==> config.mk <==
export PLATFORM = sky130hd
export DESIGN_NAME = avl_record_packet_framer_unit_flat
export DESIGN_NICKNAME = d
export VERILOG_FILES = /design/src/hdl/avlpf_pkg.sv /design/src/hdl/avlpf_ifs.sv /design/src/hdl/avlpf_crc16.sv /design/src/hdl/avl_record_packet_framer_unit.sv /design/src/flat_wrapper.sv
export SDC_FILE = /design/constraint.sdc
export NUM_CORES = 1
export LEC_CHECK = 0
export BUFFER_PORTS_ARGS = -buffer_cell sky130_fd_sc_hd__buf_2
export CAP_MARGIN = 20
export CORE_MARGIN = 2
export CORE_UTILIZATION = 55
export DETAILED_ROUTE_END_ITERATION = 8
export PLACE_DENSITY = 0.79
export SLEW_MARGIN = 20
export SYNTH_ARGS = -nofsm -noshare
export SYNTH_HDL_FRONTEND = slang
export SYNTH_SLANG_ARGS = --single-unit
==> constraint.sdc <==
create_clock -name clk -period 6.4 [get_ports clk]
set_input_delay 0.32 -clock clk [delete_from_list [all_inputs] [get_ports clk]]
set_output_delay 0.32 -clock clk [all_outputs]
set_load 0.005 [all_outputs]
==> src/hdl/avlpf_pkg.sv <==
`default_nettype none
package avlpf_pkg;

	localparam int unsigned FRAME_LEN = 45;
	localparam int unsigned POS_W     = 6;
	localparam int unsigned CFG_W     = 16;

	localparam logic [7:0] DATA_LEN_BYTE = 8'd33;
	localparam logic [7:0] CODEC_ID      = 8'h08;
	localparam logic [7:0] RECORD_COUNT  = 8'h01;
	localparam logic [15:0] CRC_POLY     = 16'hA001;

	localparam logic [1:0]  PRIO_RST = 2'd1;
	localparam logic [15:0] ALT_RST  = 16'd180;
	localparam logic [8:0]  HDG_RST  = 9'd300;
	localparam logic [7:0]  SAT_RST  = 8'd0;

	typedef enum logic [1:0] {
		REG_PRIORITY = 2'd0,
		REG_ALTITUDE = 2'd1,
		REG_HEADING  = 2'd2,
		REG_SATS     = 2'd3
	} cfg_idx_t;

	// byte source of one microcode step
	typedef enum logic [3:0] {
		SRC_CONST,
		SRC_TIME,
		SRC_PRIO,
		SRC_LON,
		SRC_LAT,
		SRC_ALT,
		SRC_HDG,
		SRC_SAT,
		SRC_SPEED,
		SRC_CRC
	} src_t;

	typedef struct packed {
		src_t       src;
		logic [2:0] sel;     // byte index from the least significant end
		logic [7:0] konst;
		logic       crc_en;
		logic       last;    // end of program: jump back to step zero
	} ucode_t;

	function automatic ucode_t mk(input src_t src, input logic [2:0] sel,
		input logic [7:0] konst, input logic crc_en, input logic last);
		ucode_t w;
		w.src    = src;
		w.sel    = sel;
		w.konst  = konst;
		w.crc_en = crc_en;
		w.last   = last;
		return w;
	endfunction

	// control store: one word per frame byte
	function automatic ucode_t ucode_rom(input logic [POS_W-1:0] step);
		ucode_t w;
		w = mk(SRC_CONST, 3'd0, 8'd0, 1'b0, 1'b0);
		unique case (step)
			6'd0, 6'd1, 6'd2, 6'd3,
			6'd4, 6'd5, 6'd6: w = mk(SRC_CONST, 3'd0, 8'd0, 1'b0, 1'b0);
			6'd7:  w = mk(SRC_CONST, 3'd0, DATA_LEN_BYTE, 1'b0, 1'b0);
			6'd8:  w = mk(SRC_CONST, 3'd0, CODEC_ID, 1'b1, 1'b0);
			6'd9:  w = mk(SRC_CONST, 3'd0, RECORD_COUNT, 1'b1, 1'b0);
			6'd10: w = mk(SRC_TIME, 3'd7, 8'd0, 1'b1, 1'b0);
			6'd11: w = mk(SRC_TIME, 3'd6, 8'd0, 1'b1, 1'b0);
			6'd12: w = mk(SRC_TIME, 3'd5, 8'd0, 1'b1, 1'b0);
			6'd13: w = mk(SRC_TIME, 3'd4, 8'd0, 1'b1, 1'b0);
			6'd14: w = mk(SRC_TIME, 3'd3, 8'd0, 1'b1, 1'b0);
			6'd15: w = mk(SRC_TIME, 3'd2, 8'd0, 1'b1, 1'b0);
			6'd16: w = mk(SRC_TIME, 3'd1, 8'd0, 1'b1, 1'b0);
			6'd17: w = mk(SRC_TIME, 3'd0, 8'd0, 1'b1, 1'b0);
			6'd18: w = mk(SRC_PRIO, 3'd0, 8'd0, 1'b1, 1'b0);
			6'd19: w = mk(SRC_LON, 3'd3, 8'd0, 1'b1, 1'b0);
			6'd20: w = mk(SRC_LON, 3'd2, 8'd0, 1'b1, 1'b0);
			6'd21: w = mk(SRC_LON, 3'd1, 8'd0, 1'b1, 1'b0);
			6'd22: w = mk(SRC_LON, 3'd0, 8'd0, 1'b1, 1'b0);
			6'd23: w = mk(SRC_LAT, 3'd3, 8'd0, 1'b1, 1'b0);
			6'd24: w = mk(SRC_LAT, 3'd2, 8'd0, 1'b1, 1'b0);
			6'd25: w = mk(SRC_LAT, 3'd1, 8'd0, 1'b1, 1'b0);
			6'd26: w = mk(SRC_LAT, 3'd0, 8'd0, 1'b1, 1'b0);
			6'd27: w = mk(SRC_ALT, 3'd1, 8'd0, 1'b1, 1'b0);
			6'd28: w = mk(SRC_ALT, 3'd0, 8'd0, 1'b1, 1'b0);
			6'd29: w = mk(SRC_HDG, 3'd1, 8'd0, 1'b1, 1'b0);
			6'd30: w = mk(SRC_HDG, 3'd0, 8'd0, 1'b1, 1'b0);
			6'd31: w = mk(SRC_SAT, 3'd0, 8'd0, 1'b1, 1'b0);
			6'd32: w = mk(SRC_SPEED, 3'd1, 8'd0, 1'b1, 1'b0);
			6'd33: w = mk(SRC_SPEED, 3'd0, 8'd0, 1'b1, 1'b0);
			6'd34, 6'd35, 6'd36,
			6'd37, 6'd38, 6'd39: w = mk(SRC_CONST, 3'd0, 8'd0, 1'b1, 1'b0);
			6'd40: w = mk(SRC_CONST, 3'd0, RECORD_COUNT, 1'b1, 1'b0);
			6'd41, 6'd42: w = mk(SRC_CONST, 3'd0, 8'd0, 1'b0, 1'b0);
			6'd43: w = mk(SRC_CRC, 3'd1, 8'd0, 1'b0, 1'b0);
			6'd44: w = mk(SRC_CRC, 3'd0, 8'd0, 1'b0, 1'b1);
			default: w = mk(SRC_CONST, 3'd0, 8'd0, 1'b0, 1'b1);
		endcase
		return w;
	endfunction

endpackage
`default_nettype wire

==> src/hdl/avlpf_ifs.sv <==
`default_nettype none
interface avlpf_rec_if;
	logic               valid;
	logic               ready;
	logic [62:0]        timestamp_ms;
	logic signed [31:0] longitude_e7;
	logic signed [30:0] latitude_e7;
	logic [15:0]        ground_speed;

	modport source (output valid, output timestamp_ms, output longitude_e7,
		output latitude_e7, output ground_speed, input ready);
	modport sink (input valid, input timestamp_ms, input longitude_e7,
		input latitude_e7, input ground_speed, output ready);
endinterface

interface avlpf_byte_if;
	logic       valid;
	logic       ready;
	logic [7:0] frame_byte;
	logic [5:0] byte_position;
	logic       last_byte;

	modport source (output valid, output frame_byte, output byte_position,
		output last_byte, input ready);
	modport sink (input valid, input frame_byte, input byte_position,
		input last_byte, output ready);
endinterface
`default_nettype wire

==> src/hdl/avlpf_crc16.sv <==
`default_nettype none
module avlpf_crc16 (
	input  wire logic        clk,
	input  wire logic        arst_n,
	input  wire logic        clear,
	input  wire logic        enable,
	input  wire logic [7:0]  data,
	output      logic [15:0] crc
);
	import avlpf_pkg::*;

	logic [15:0] crc_q;
	logic [15:0] crc_next;

	// reflected crc, one byte folded in per cycle while enable is high
	always_comb begin
		crc_next = crc_q ^ {8'd0, data};
		for (int k = 0; k < 8; k++) begin
			if (crc_next[0]) begin
				crc_next = (crc_next >> 1) ^ CRC_POLY;
			end else begin
				crc_next = crc_next >> 1;
			end
		end
	end

	always_ff @(posedge clk or negedge arst_n) begin
		if (!arst_n) begin
			crc_q <= '0;
		end else if (clear) begin
			crc_q <= '0;
		end else if (enable) begin
			crc_q <= crc_next;
		end
	end

	assign crc = crc_q;
endmodule
`default_nettype wire

==> src/hdl/avl_record_packet_framer_unit.sv <==
// avl record packet framer
// rec_in takes one position record per transfer (timestamp, longitude,
// latitude, speed); byte_out gives the 45-byte codec-8 frame one byte per
// transfer, each with its offset and a flag on the final crc byte.
// cfg_we/cfg_index/cfg_data write priority, altitude, heading and satellite
// count; they are sampled as the bytes go out, so write them only while idle.
// a record is taken when the block is idle, or in the same cycle as the last
// byte of the previous frame enters the output register. once a record is
// taken, the bytes follow one per cycle while byte_out is not stalled, so
// frames from back-to-back records follow each other without a gap. the byte
// rate is set by the microcode step counter, which issues one control word,
// hence one byte, per cycle into a single output register unless byte_out stalls.
// the crc-16 is accumulated over bytes 8 to 40 as they are issued.
// a stall on byte_out holds the output register and freezes the step counter;
// nothing is lost or repeated. reset clears the sequencer, the output valid
// and the crc, and loads the registers with their defaults; there is no
// clearing pass.
`default_nettype none
module avl_record_packet_framer_unit (
	input  wire logic                        clk,
	input  wire logic                        arst_n,
	input  wire logic                        cfg_we,
	input  wire avlpf_pkg::cfg_idx_t         cfg_index,
	input  wire logic [avlpf_pkg::CFG_W-1:0] cfg_data,
	avlpf_rec_if.sink                        rec_in,
	avlpf_byte_if.source                     byte_out
);
	import avlpf_pkg::*;

	// configuration registers
	logic [1:0]  prio_q;
	logic [15:0] alt_q;
	logic [8:0]  hdg_q;
	logic [7:0]  sat_q;

	// held record
	logic [62:0] ts_q;
	logic [31:0] lon_q;
	logic [31:0] lat_q;
	logic [15:0] speed_q;

	// sequencer
	logic             busy_q;
	logic [POS_W-1:0] step_q;
	ucode_t           uc;
	logic             issue;
	logic             accept;

	// datapath
	logic [63:0] src_word;
	logic [7:0]  byte_sel;
	logic [15:0] crc;

	// output register
	logic             ov_q;
	logic [7:0]       byte_q;
	logic [POS_W-1:0] pos_q;
	logic             last_q;

	always_ff @(posedge clk or negedge arst_n) begin
		if (!arst_n) begin
			prio_q <= PRIO_RST;
			alt_q  <= ALT_RST;
			hdg_q  <= HDG_RST;
			sat_q  <= SAT_RST;
		end else if (cfg_we) begin
			unique case (cfg_index)
				REG_PRIORITY: prio_q <= cfg_data[1:0];
				REG_ALTITUDE: alt_q  <= cfg_data[15:0];
				REG_HEADING:  hdg_q  <= cfg_data[8:0];
				REG_SATS:     sat_q  <= cfg_data[7:0];
				default:      prio_q <= prio_q;
			endcase
		end
	end

	// control word of the current step
	assign uc     = ucode_rom(step_q);
	// a step issues whenever the output register is free or being drained
	assign issue  = busy_q && (!ov_q || byte_out.ready);
	// the next record may enter as the final step issues
	assign rec_in.ready = !busy_q || (issue && uc.last);
	assign accept = rec_in.valid && rec_in.ready;

	always_ff @(posedge clk) begin
		if (accept) begin
			ts_q    <= rec_in.timestamp_ms;
			lon_q   <= rec_in.longitude_e7;
			lat_q   <= {rec_in.latitude_e7[30], rec_in.latitude_e7};
			speed_q <= rec_in.ground_speed;
		end
	end

	always_ff @(posedge clk or negedge arst_n) begin
		if (!arst_n) begin
			busy_q <= 1'b0;
			step_q <= '0;
		end else if (accept) begin
			busy_q <= 1'b1;
			step_q <= '0;
		end else if (issue) begin
			if (uc.last) begin
				// end of program: jump to step zero and wait for a record
				busy_q <= 1'b0;
				step_q <= '0;
			end else begin
				step_q <= step_q + 1'b1;
			end
		end
	end

	// byte source selection
	always_comb begin
		case (uc.src)
			SRC_TIME:  src_word = {1'b0, ts_q};
			SRC_PRIO:  src_word = {62'd0, prio_q};
			SRC_LON:   src_word = {32'd0, lon_q};
			SRC_LAT:   src_word = {32'd0, lat_q};
			SRC_ALT:   src_word = {48'd0, alt_q};
			SRC_HDG:   src_word = {55'd0, hdg_q};
			SRC_SAT:   src_word = {56'd0, sat_q};
			SRC_SPEED: src_word = {48'd0, speed_q};
			SRC_CRC:   src_word = {48'd0, crc};
			default:   src_word = {56'd0, uc.konst};
		endcase
	end

	assign byte_sel = src_word[{uc.sel, 3'b000} +: 8];

	avlpf_crc16 u_crc (
		.clk    (clk),
		.arst_n (arst_n),
		.clear  (accept),
		.enable (issue && uc.crc_en),
		.data   (byte_sel),
		.crc    (crc)
	);

	always_ff @(posedge clk or negedge arst_n) begin
		if (!arst_n) begin
			ov_q <= 1'b0;
		end else if (issue) begin
			ov_q <= 1'b1;
		end else if (byte_out.ready) begin
			ov_q <= 1'b0;
		end
	end

	always_ff @(posedge clk) begin
		if (issue) begin
			byte_q <= byte_sel;
			pos_q  <= step_q;
			last_q <= uc.last;
		end
	end

	assign byte_out.valid         = ov_q;
	assign byte_out.frame_byte    = byte_q;
	assign byte_out.byte_position = pos_q;
	assign byte_out.last_byte     = last_q;

	// last flag only on the final frame offset
	a_last_pos: assert property (@(posedge clk) disable iff (!arst_n)
		ov_q && last_q |-> pos_q == POS_W'(FRAME_LEN - 1))
		else $error("last byte flag away from final offset");

	// crc only folds in data bytes
	a_crc_window: assert property (@(posedge clk) disable iff (!arst_n)
		issue && uc.crc_en |-> step_q >= POS_W'(8) && step_q <= POS_W'(40))
		else $error("crc update outside data bytes");

	// an accepted record starts the program at step zero
	a_start: assert property (@(posedge clk) disable iff (!arst_n)
		accept |=> busy_q && step_q == '0)
		else $error("record transfer did not start the sequencer");

	// idle sequencer rests at step zero
	a_idle_step: assert property (@(posedge clk) disable iff (!arst_n)
		!busy_q |-> step_q == '0)
		else $error("step counter moved while idle");

endmodule
`default_nettype wire
==> src/flat_wrapper.sv <==
// flat-port wrapper written by rule: the top's interface ports become plain ports
module avl_record_packet_framer_unit_flat import avlpf_pkg::*;
  (clk, arst_n, cfg_we, cfg_index, cfg_data, rec_in_valid, rec_in_timestamp_ms, rec_in_longitude_e7, rec_in_latitude_e7, rec_in_ground_speed, rec_in_ready, byte_out_valid, byte_out_frame_byte, byte_out_byte_position, byte_out_last_byte, byte_out_ready);
  avlpf_rec_if rec_in_i ();
  avlpf_byte_if byte_out_i ();
  input  wire logic clk;
  input  wire logic arst_n;
  input  wire logic cfg_we;
  input  wire avlpf_pkg::cfg_idx_t cfg_index;
  input  wire logic [avlpf_pkg::CFG_W-1:0] cfg_data;
  input wire logic [$bits(rec_in_i.valid)-1:0] rec_in_valid;
  input wire logic [$bits(rec_in_i.timestamp_ms)-1:0] rec_in_timestamp_ms;
  input wire logic [$bits(rec_in_i.longitude_e7)-1:0] rec_in_longitude_e7;
  input wire logic [$bits(rec_in_i.latitude_e7)-1:0] rec_in_latitude_e7;
  input wire logic [$bits(rec_in_i.ground_speed)-1:0] rec_in_ground_speed;
  output wire logic [$bits(rec_in_i.ready)-1:0] rec_in_ready;
  output wire logic [$bits(byte_out_i.valid)-1:0] byte_out_valid;
  output wire logic [$bits(byte_out_i.frame_byte)-1:0] byte_out_frame_byte;
  output wire logic [$bits(byte_out_i.byte_position)-1:0] byte_out_byte_position;
  output wire logic [$bits(byte_out_i.last_byte)-1:0] byte_out_last_byte;
  input wire logic [$bits(byte_out_i.ready)-1:0] byte_out_ready;
  assign rec_in_i.valid = rec_in_valid;
  assign rec_in_i.timestamp_ms = rec_in_timestamp_ms;
  assign rec_in_i.longitude_e7 = rec_in_longitude_e7;
  assign rec_in_i.latitude_e7 = rec_in_latitude_e7;
  assign rec_in_i.ground_speed = rec_in_ground_speed;
  assign rec_in_ready = rec_in_i.ready;
  assign byte_out_valid = byte_out_i.valid;
  assign byte_out_frame_byte = byte_out_i.frame_byte;
  assign byte_out_byte_position = byte_out_i.byte_position;
  assign byte_out_last_byte = byte_out_i.last_byte;
  assign byte_out_i.ready = byte_out_ready;
  avl_record_packet_framer_unit u_core (.clk(clk), .arst_n(arst_n), .cfg_we(cfg_we), .cfg_index(cfg_index), .cfg_data(cfg_data), .rec_in(rec_in_i), .byte_out(byte_out_i));
endmodule
## Word-level counts from Yosys, hierarchy flattened

Memories as Yosys holds them, arrays and structs flattened.
Cells that the tools add are included.

- Register bits after elaboration: 216
- Bits in latches: 0
- Bits in writable memories: 0
- Memory bits (read-only): 768
- Input port bits: 165
- Output and inout bits: 17
- Logic and storage cells: 76
- Memories kept: 1

- Add/sub/neg operators: 1
- Multipliers: 0
- Divide/modulo/power cells: 0
- Magnitude comparators: 0
- Equal/unequal tests: 12
- Shift operators: 1
- Mux-type cells: 19
- Bitwise gates (word level): 9
- Reduce and logical (&&, ||, !) cells: 18

Memory list:

| name | depth | bits a word | rd ports | clocked after Yosys merged registers in | write ports | line | text |
|---|---|---|---|---|---|---|---|
| (name not given) | 64 | 12 | 1 | 0 | 0 | avlpf_pkg.sv:62 | `unique case (step)` |

Operators with widths:

| cell | number |
|---|---|
| $pmux W63 S9 | 1 |
| $mux W16 | 10 |
| $shiftx A64 B7 Y8 | 1 |
| $not A2 Y3 | 8 |
| $mux W6 | 3 |
| $eq A4 B3 Y1 const B | 4 |
| $xor A16 B8 Y16 | 1 |
| $reduce_and A2 Y1 | 5 |
| $eq A4 B2 Y1 const B | 2 |
| $eq A4 B4 Y1 const B | 2 |
| $reduce_bool A2 Y1 | 4 |
| $add A6 B1 Y6 const B | 1 |
| $mux W1 | 5 |
| $eq A2 B2 Y1 const B | 2 |
| $eq A4 B1 Y1 const B | 1 |
| $logic_and A1 B1 Y1 | 4 |
| $eq A2 B1 Y1 const B | 1 |
| $logic_not A1 Y1 | 2 |
| $logic_not A2 Y1 | 1 |
| $logic_or A1 B1 Y1 | 2 |

## Depth between registers and ports, before layout

An unclocked memory read counts as a cell.

- Depth in word-level cells: 23
- Mapped depth: 19
- Depth with buffers taken out: 14

## By module

A second synthesis with hierarchy kept.

- Cell total of the unflattened synthesis: 621
- Area total of the unflattened synthesis: 9278.9 µm²

By module, submodules not included:

| module | times used | cells each | area each (µm²) | sequential area each (µm²) |
|---|---|---|---|---|
| avl_record_packet_framer_unit | 1 | 546 | 8450.6 | 5801.8 |
| avlpf_crc16 | 1 | 75 | 828.3 | 400.4 |

## Worst setup path after synthesis

Ideal clock, no wire load.

- Path type: reg-to-reg
- Start: register u_core.step_q[4]
- End: register u_core.step_q[4]
- Library setup time: 137 ps
- Arrival: 4914 ps
- Required time: 6263 ps
- Path slack: 1348 ps
- Stages on the path, launching flop included: 12
- Buffers on the path: 2
- Clock period less this slack: 5052 ps
- Cell sequence: dfrtp_1 -> buf_2 -> clkbuf_1 -> nor2_1 -> nor2_1 -> nand2_1 -> nand2_1 -> nand2_1 -> inv_1 -> nor2_1 -> o21ai_0 -> o31ai_1

RTL lines:

| element | line | text |
|---|---|---|
| start, declared | avl_record_packet_framer_unit.sv:44 | `logic [POS_W-1:0] step_q;` |
| start signal, assigned | avl_record_packet_framer_unit.sv:107 | `step_q <= step_q + 1'b1;` |

## Worst setup path in the final report

- Start: register u_core.step_q[0]
- End: register u_core.u_crc.crc_q[15], in the netlist u_core.u_crc.crc[15]

- Word-level cells in the longest chain between the ends: 16
- Elaborated cells on any way between the ends: 35
- Those cells by class: 9 x eq/ne; 1 x shift; 11 x mux; 8 x bitwise; 5 x reduce/logical; 1 x memory

Ends and longest elaborated chain:

| element | line | text |
|---|---|---|
| $mem_v2 Z64 W12 (*) | -- |  |
| $eq A4 B4 Y1, or another cell as far along | avl_record_packet_framer_unit.sv:114 | `case (uc.src)` |
| $pmux W63 S9 | avl_record_packet_framer_unit.sv:114 |  |
| $shiftx A64 B7 Y8 (*) | avl_record_packet_framer_unit.sv:128 | `assign byte_sel = src_word[{uc.sel, 3'b000} +: 8];` |
| named net u_core.byte_sel[2] | avl_record_packet_framer_unit.sv:51 | `logic [7:0] byte_sel;` |
| $xor A16 B8 Y16 (*) | avlpf_crc16.sv:17 | `crc_next = crc_q ^ {8'd0, data};` |
| $mux W16 (*) | avlpf_crc16.sv:19 | `if (crc_next[0]) begin` |
| $not A2 Y3 (no source line) | -- |  |
| $mux W16 (*) (7 in a row) | avlpf_crc16.sv:19 |  |
| $mux W16 (*) | avlpf_crc16.sv:32 | `end else if (enable) begin` |
| $mux W16 (*) | avlpf_crc16.sv:30 | `end else if (clear) begin` |
| end signal, assigned | avlpf_crc16.sv:33 | `crc_q <= crc_next;` |
| end, declared | avlpf_crc16.sv:12 | `logic [15:0] crc_q;` |

Mark *: on every way through the listed nets, which the timed path passes. The rest lies on a longest branch. The select of a mux whose other input is x is not followed.
A chain may end at the register's enable or synchronous reset.

==> reports/qor.yml <==
sta:
  final_critical_path_setup_slack_ps: 1080
  min_period_ps: 5320
  max_freq_ghz: 0.188
  maxSlewViolCount: 0
  hold_violations: 0
  finalSetupTns_ps: 0
  post-route-period-util: 0.831
  grt_setup_unrepaired: "no"
  finClkSkew_ps: 25.6
  timing.slew.headroom: 0.293
  timing.final.setup_violations: 0
  timing.hold.ws_ps: 12.5
  worst_margin_pin_slew_ps: 1060
route:
  first_pass_iters: 5
  detail_route.vias_per_cell: 5.98
  drtAntennaViolNets: 0
  drc: 0
  dr_total_vias: 7683
  wirelength_mm: 30.3
  wl_per_cell_microns: 23.6
  drt_iter0_drc: 1071
finish:
  final_cells: 1285
  share_of_cells_above_drive_strength_1: 0.301
  fin_nets: 1214
  final_design_area_no_fill_sq_um: 13300
  layout-area-overhead-vs-synth_pct: 33.1
  final_core_util: 0.741
synth:
  syn-cell-area_sq_um: 9970
  ys_ff_latch: 216
  postSynth.asyncResetShare: 0.273
  cell_variety_after_synth: 86
  synth_top_cells_by_area: "sky130_fd_sc_hd__edfxtp_1 47%, sky130_fd_sc_hd__dfrtp_1 13%, sky130_fd_sc_hd__mux2_2 5.1%"
  most_frequently_used_flop_master_after_synthesis: "sky130_fd_sc_hd__edfxtp_1"
  synth_compound_gate_area_share: 0.126
  synth_xor_area_frac: 0.0246
  post-synth-top-count-cell: "sky130_fd_sc_hd__edfxtp_1"
  netlist.top_cell.by_area: "sky130_fd_sc_hd__edfxtp_1"
  synth_fp_nets: 891
  synth.top_cells.by_count: "157 x sky130_fd_sc_hd__edfxtp_1, 58 x sky130_fd_sc_hd__nand2_1, 50 x sky130_fd_sc_hd__dfrtp_1"
  synth.yosys.warnings: 0
  ys_seq_area_frac: 0.622
  synth_top_family_by_area: "compound AO/OA/AOI/OAI gates"
  arithmetic_cell_share_of_the_synthesized_area_counting_full_adders_half_adders_and_majority_gates: 0.0151
  synth.avg_cell_area_sq_um: 14.0
  share_of_yosys_cell_area_claimed_by_the_top_area_cell_type: 0.473
  synthSimpleGateAreaFrac: 0.0869
  synth_edf_count: 157
  post_synth_inst_count: 714
  synth.area.mux_share: 0.0980
worst_setup_path:
  timing.critical_path.buf_inv: 0
  path_max_fanout: 11
  worstPathRequired_ps: 6760
  crit_cells: 14
  critical_path.top_delay_family: "compound AO/OA/AOI/OAI gates"
  rrSetupSlack_ps: 1080
  timing.critical_path.arrival_ps: 5680
  worstPathCellList: "ha_1 -> ha_1 -> nor2_1 -> o221ai_2 -> nor3_1 -> a21oi_1 -> o31a_1 -> o2111ai_1 -> o31ai_2 -> xor2_1 -> xnor2_1 -> xnor3_2 -> xor2_1 -> o21ai_1"
  critical_path.max_stage_delay_ps: 660
  critical_path_start_type: "register"
  r2r-end: "u_core.u_crc.crc[15]"
  cp_slowest_cell: "sky130_fd_sc_hd__a21oi_1"
  worstSetupEndpoint: "u_core.u_crc.crc[15]"
  worst-setup-path-type: "register to register"
  critical_path.reg2reg.startpoint: "u_core.step_q[0]"
  timing.critical_path.to_type: "register"
  worstRegToRegCells: 14
  timing.critical_path.from: "u_core.step_q[0]"
min_path:
  hold_path_class: "input pin to register"
  holdCritStartpoint: "rec_in_valid"
clock_tree:
  worst_skew_pair.late_latency_ps: 540
  cts_made_buffers: 23
  cts_sink_count: 216
  post-cts-setup-buffers: 0
  clock_path_buffers: 3
  cts_root_buffer: "sky130_fd_sc_hd__clkbuf_16"
  cts_tree: "done"
  htree_num_levels: 1
  worst_setup_hold_path_clk_slew_ps: 60
placed_design:
  placed_area_sq_um: 11000
  detailedPlacementHpwl_mm: 18.5
  gp_congestion: 0.957
  post-place-ws_ps: 1300
  portBuffers: 181
  placed_cells: 1098
floorplan:
  io_pins: 182
  die_area_sq_um: 19200
  floorplan.die.height_microns: 139
  die_w_microns: 139
  starting_density_of_the_core: 0.557
  coreArea_sq_um: 17900
  fp-row-count: 49
grt:
  aggregate_global_route_resource_usage: 0.311
  number_of_antenna_violations_at_the_first_check_in_global_routing: 2
  grt_max_degree: 106
  grt_first_pass_wirelength_mm: 45.6
  grt_pass1_vias: 7907
  grt_remaining_overflow: 0
status:
  outcome: "complete, no violations"
power_and_ir_drop:
  p_leak_nw: 5.27
  maximum_resistive_drop_on_vdd_uv: 422
  power_dens_cells_nw_per_um2: 391
  finalPower_mw: 5.19
flow_run:
  count_of_maximum_capacitance_violations: 0
==> area by class of cell <==
class / instances / area [sq um]
Antenna cell: 2 / 5.00
Clock buffer: 27 / 601
Clock inverter: 15 / 185
Fill cell: 1103 / 4640
Inverter: 15 / 61.3
Multi-Input combinational cell: 444 / 3490
Sequential cell: 216 / 6200
Tap cell: 229 / 287
Timing Repair Buffer: 337 / 2430
==> routing by layer <==
metal,vias to the layer above,routed length [microns],global-route usage,part of all wire
met3,79,2940,0.0725,0.097
met4,0,1130,0.108,0.037
met5,-,0,0,0
li1,3409,-,-,-
met2,505,14900,0.523,0.49
met1,3690,11400,0.401,0.38
==> cell families after synthesis <==
family | after synthesis
muxes | 77
xor gates and xnor gates | 23
AOI/OAI and AO/OA | 163
buffers and inverters | 54
DFF | 216
adders and majority gates | 12
and+or+nand+nor | 169
==> worst min path at each step <==
stage,slack [ps],end,depth (start not counted)
after floorplan,20,u_core.alt_q[0],0
after global placement,480,u_core.byte_out.valid,1
after detailed placement,490,u_core.alt_q[12],1
after CTS,3,u_core.busy_q,2
after global routing,30,u_core.busy_q,2
final,10,u_core.busy_q,2
==> sequential cells by signal (all words and copies together) (netlist names) <==
register	cells
u_core.sat_q	8
u_core.step_q	6
u_core.alt_q	16
u_core.hdg_q	9
u_core.byte_out.last_byte	1
u_core.u_crc.crc	16
u_core.lat_q	31
u_core.byte_out.valid	1
u_core.lon_q	32
u_core.busy_q	1
u_core.ts_q	63
u_core.byte_out.byte_position	6
u_core.speed_q	16
u_core.byte_out.frame_byte	8
u_core.prio_q	2
==> worst register-to-register path: stages (launching register included) <==
cell	delay (ps)
sky130_fd_sc_hd__dfrtp_1	520
sky130_fd_sc_hd__ha_1	420
sky130_fd_sc_hd__ha_1	350
sky130_fd_sc_hd__nor2_1	120
sky130_fd_sc_hd__o221ai_2	650
sky130_fd_sc_hd__nor3_1	290
sky130_fd_sc_hd__a21oi_1	660
sky130_fd_sc_hd__o31a_1	250
sky130_fd_sc_hd__o2111ai_1	130
sky130_fd_sc_hd__o31ai_2	480
sky130_fd_sc_hd__xor2_1	330
sky130_fd_sc_hd__xnor2_1	200
sky130_fd_sc_hd__xnor3_2	510
sky130_fd_sc_hd__xor2_1	170
sky130_fd_sc_hd__o21ai_1	70
==> timing repair <==
action | 4_1_cts | 5_1_grt
gates resized for setup | 0 | 0
hold buffers | 143 | 0
hold endpoints to repair | 147 | 0
==> power by group <==
group	internal, mW	switching, mW	leakage, nW
clock	0.837	0.567	0.384
combinational	0.905	1.06	2.76
sequential	1.66	0.159	2.13
total	3.40	1.79	5.27
==> layout by cell type, fill, tap and decap left out, types with 14 or more instances in the layout <==
cell / count
sky130_fd_sc_hd__a21oi_1: 27
sky130_fd_sc_hd__buf_2: 181
sky130_fd_sc_hd__clkbuf_16: 23
sky130_fd_sc_hd__dfrtp_1: 50
sky130_fd_sc_hd__dlygate4sd3_1: 143
sky130_fd_sc_hd__edfxtp_1: 157
sky130_fd_sc_hd__mux2_2: 45
sky130_fd_sc_hd__mux2i_1: 14
sky130_fd_sc_hd__nand2_1: 58
sky130_fd_sc_hd__nand3_1: 33
sky130_fd_sc_hd__nor2_1: 22
sky130_fd_sc_hd__o21ai_0: 35
Power figures use the tool's default switching activity.
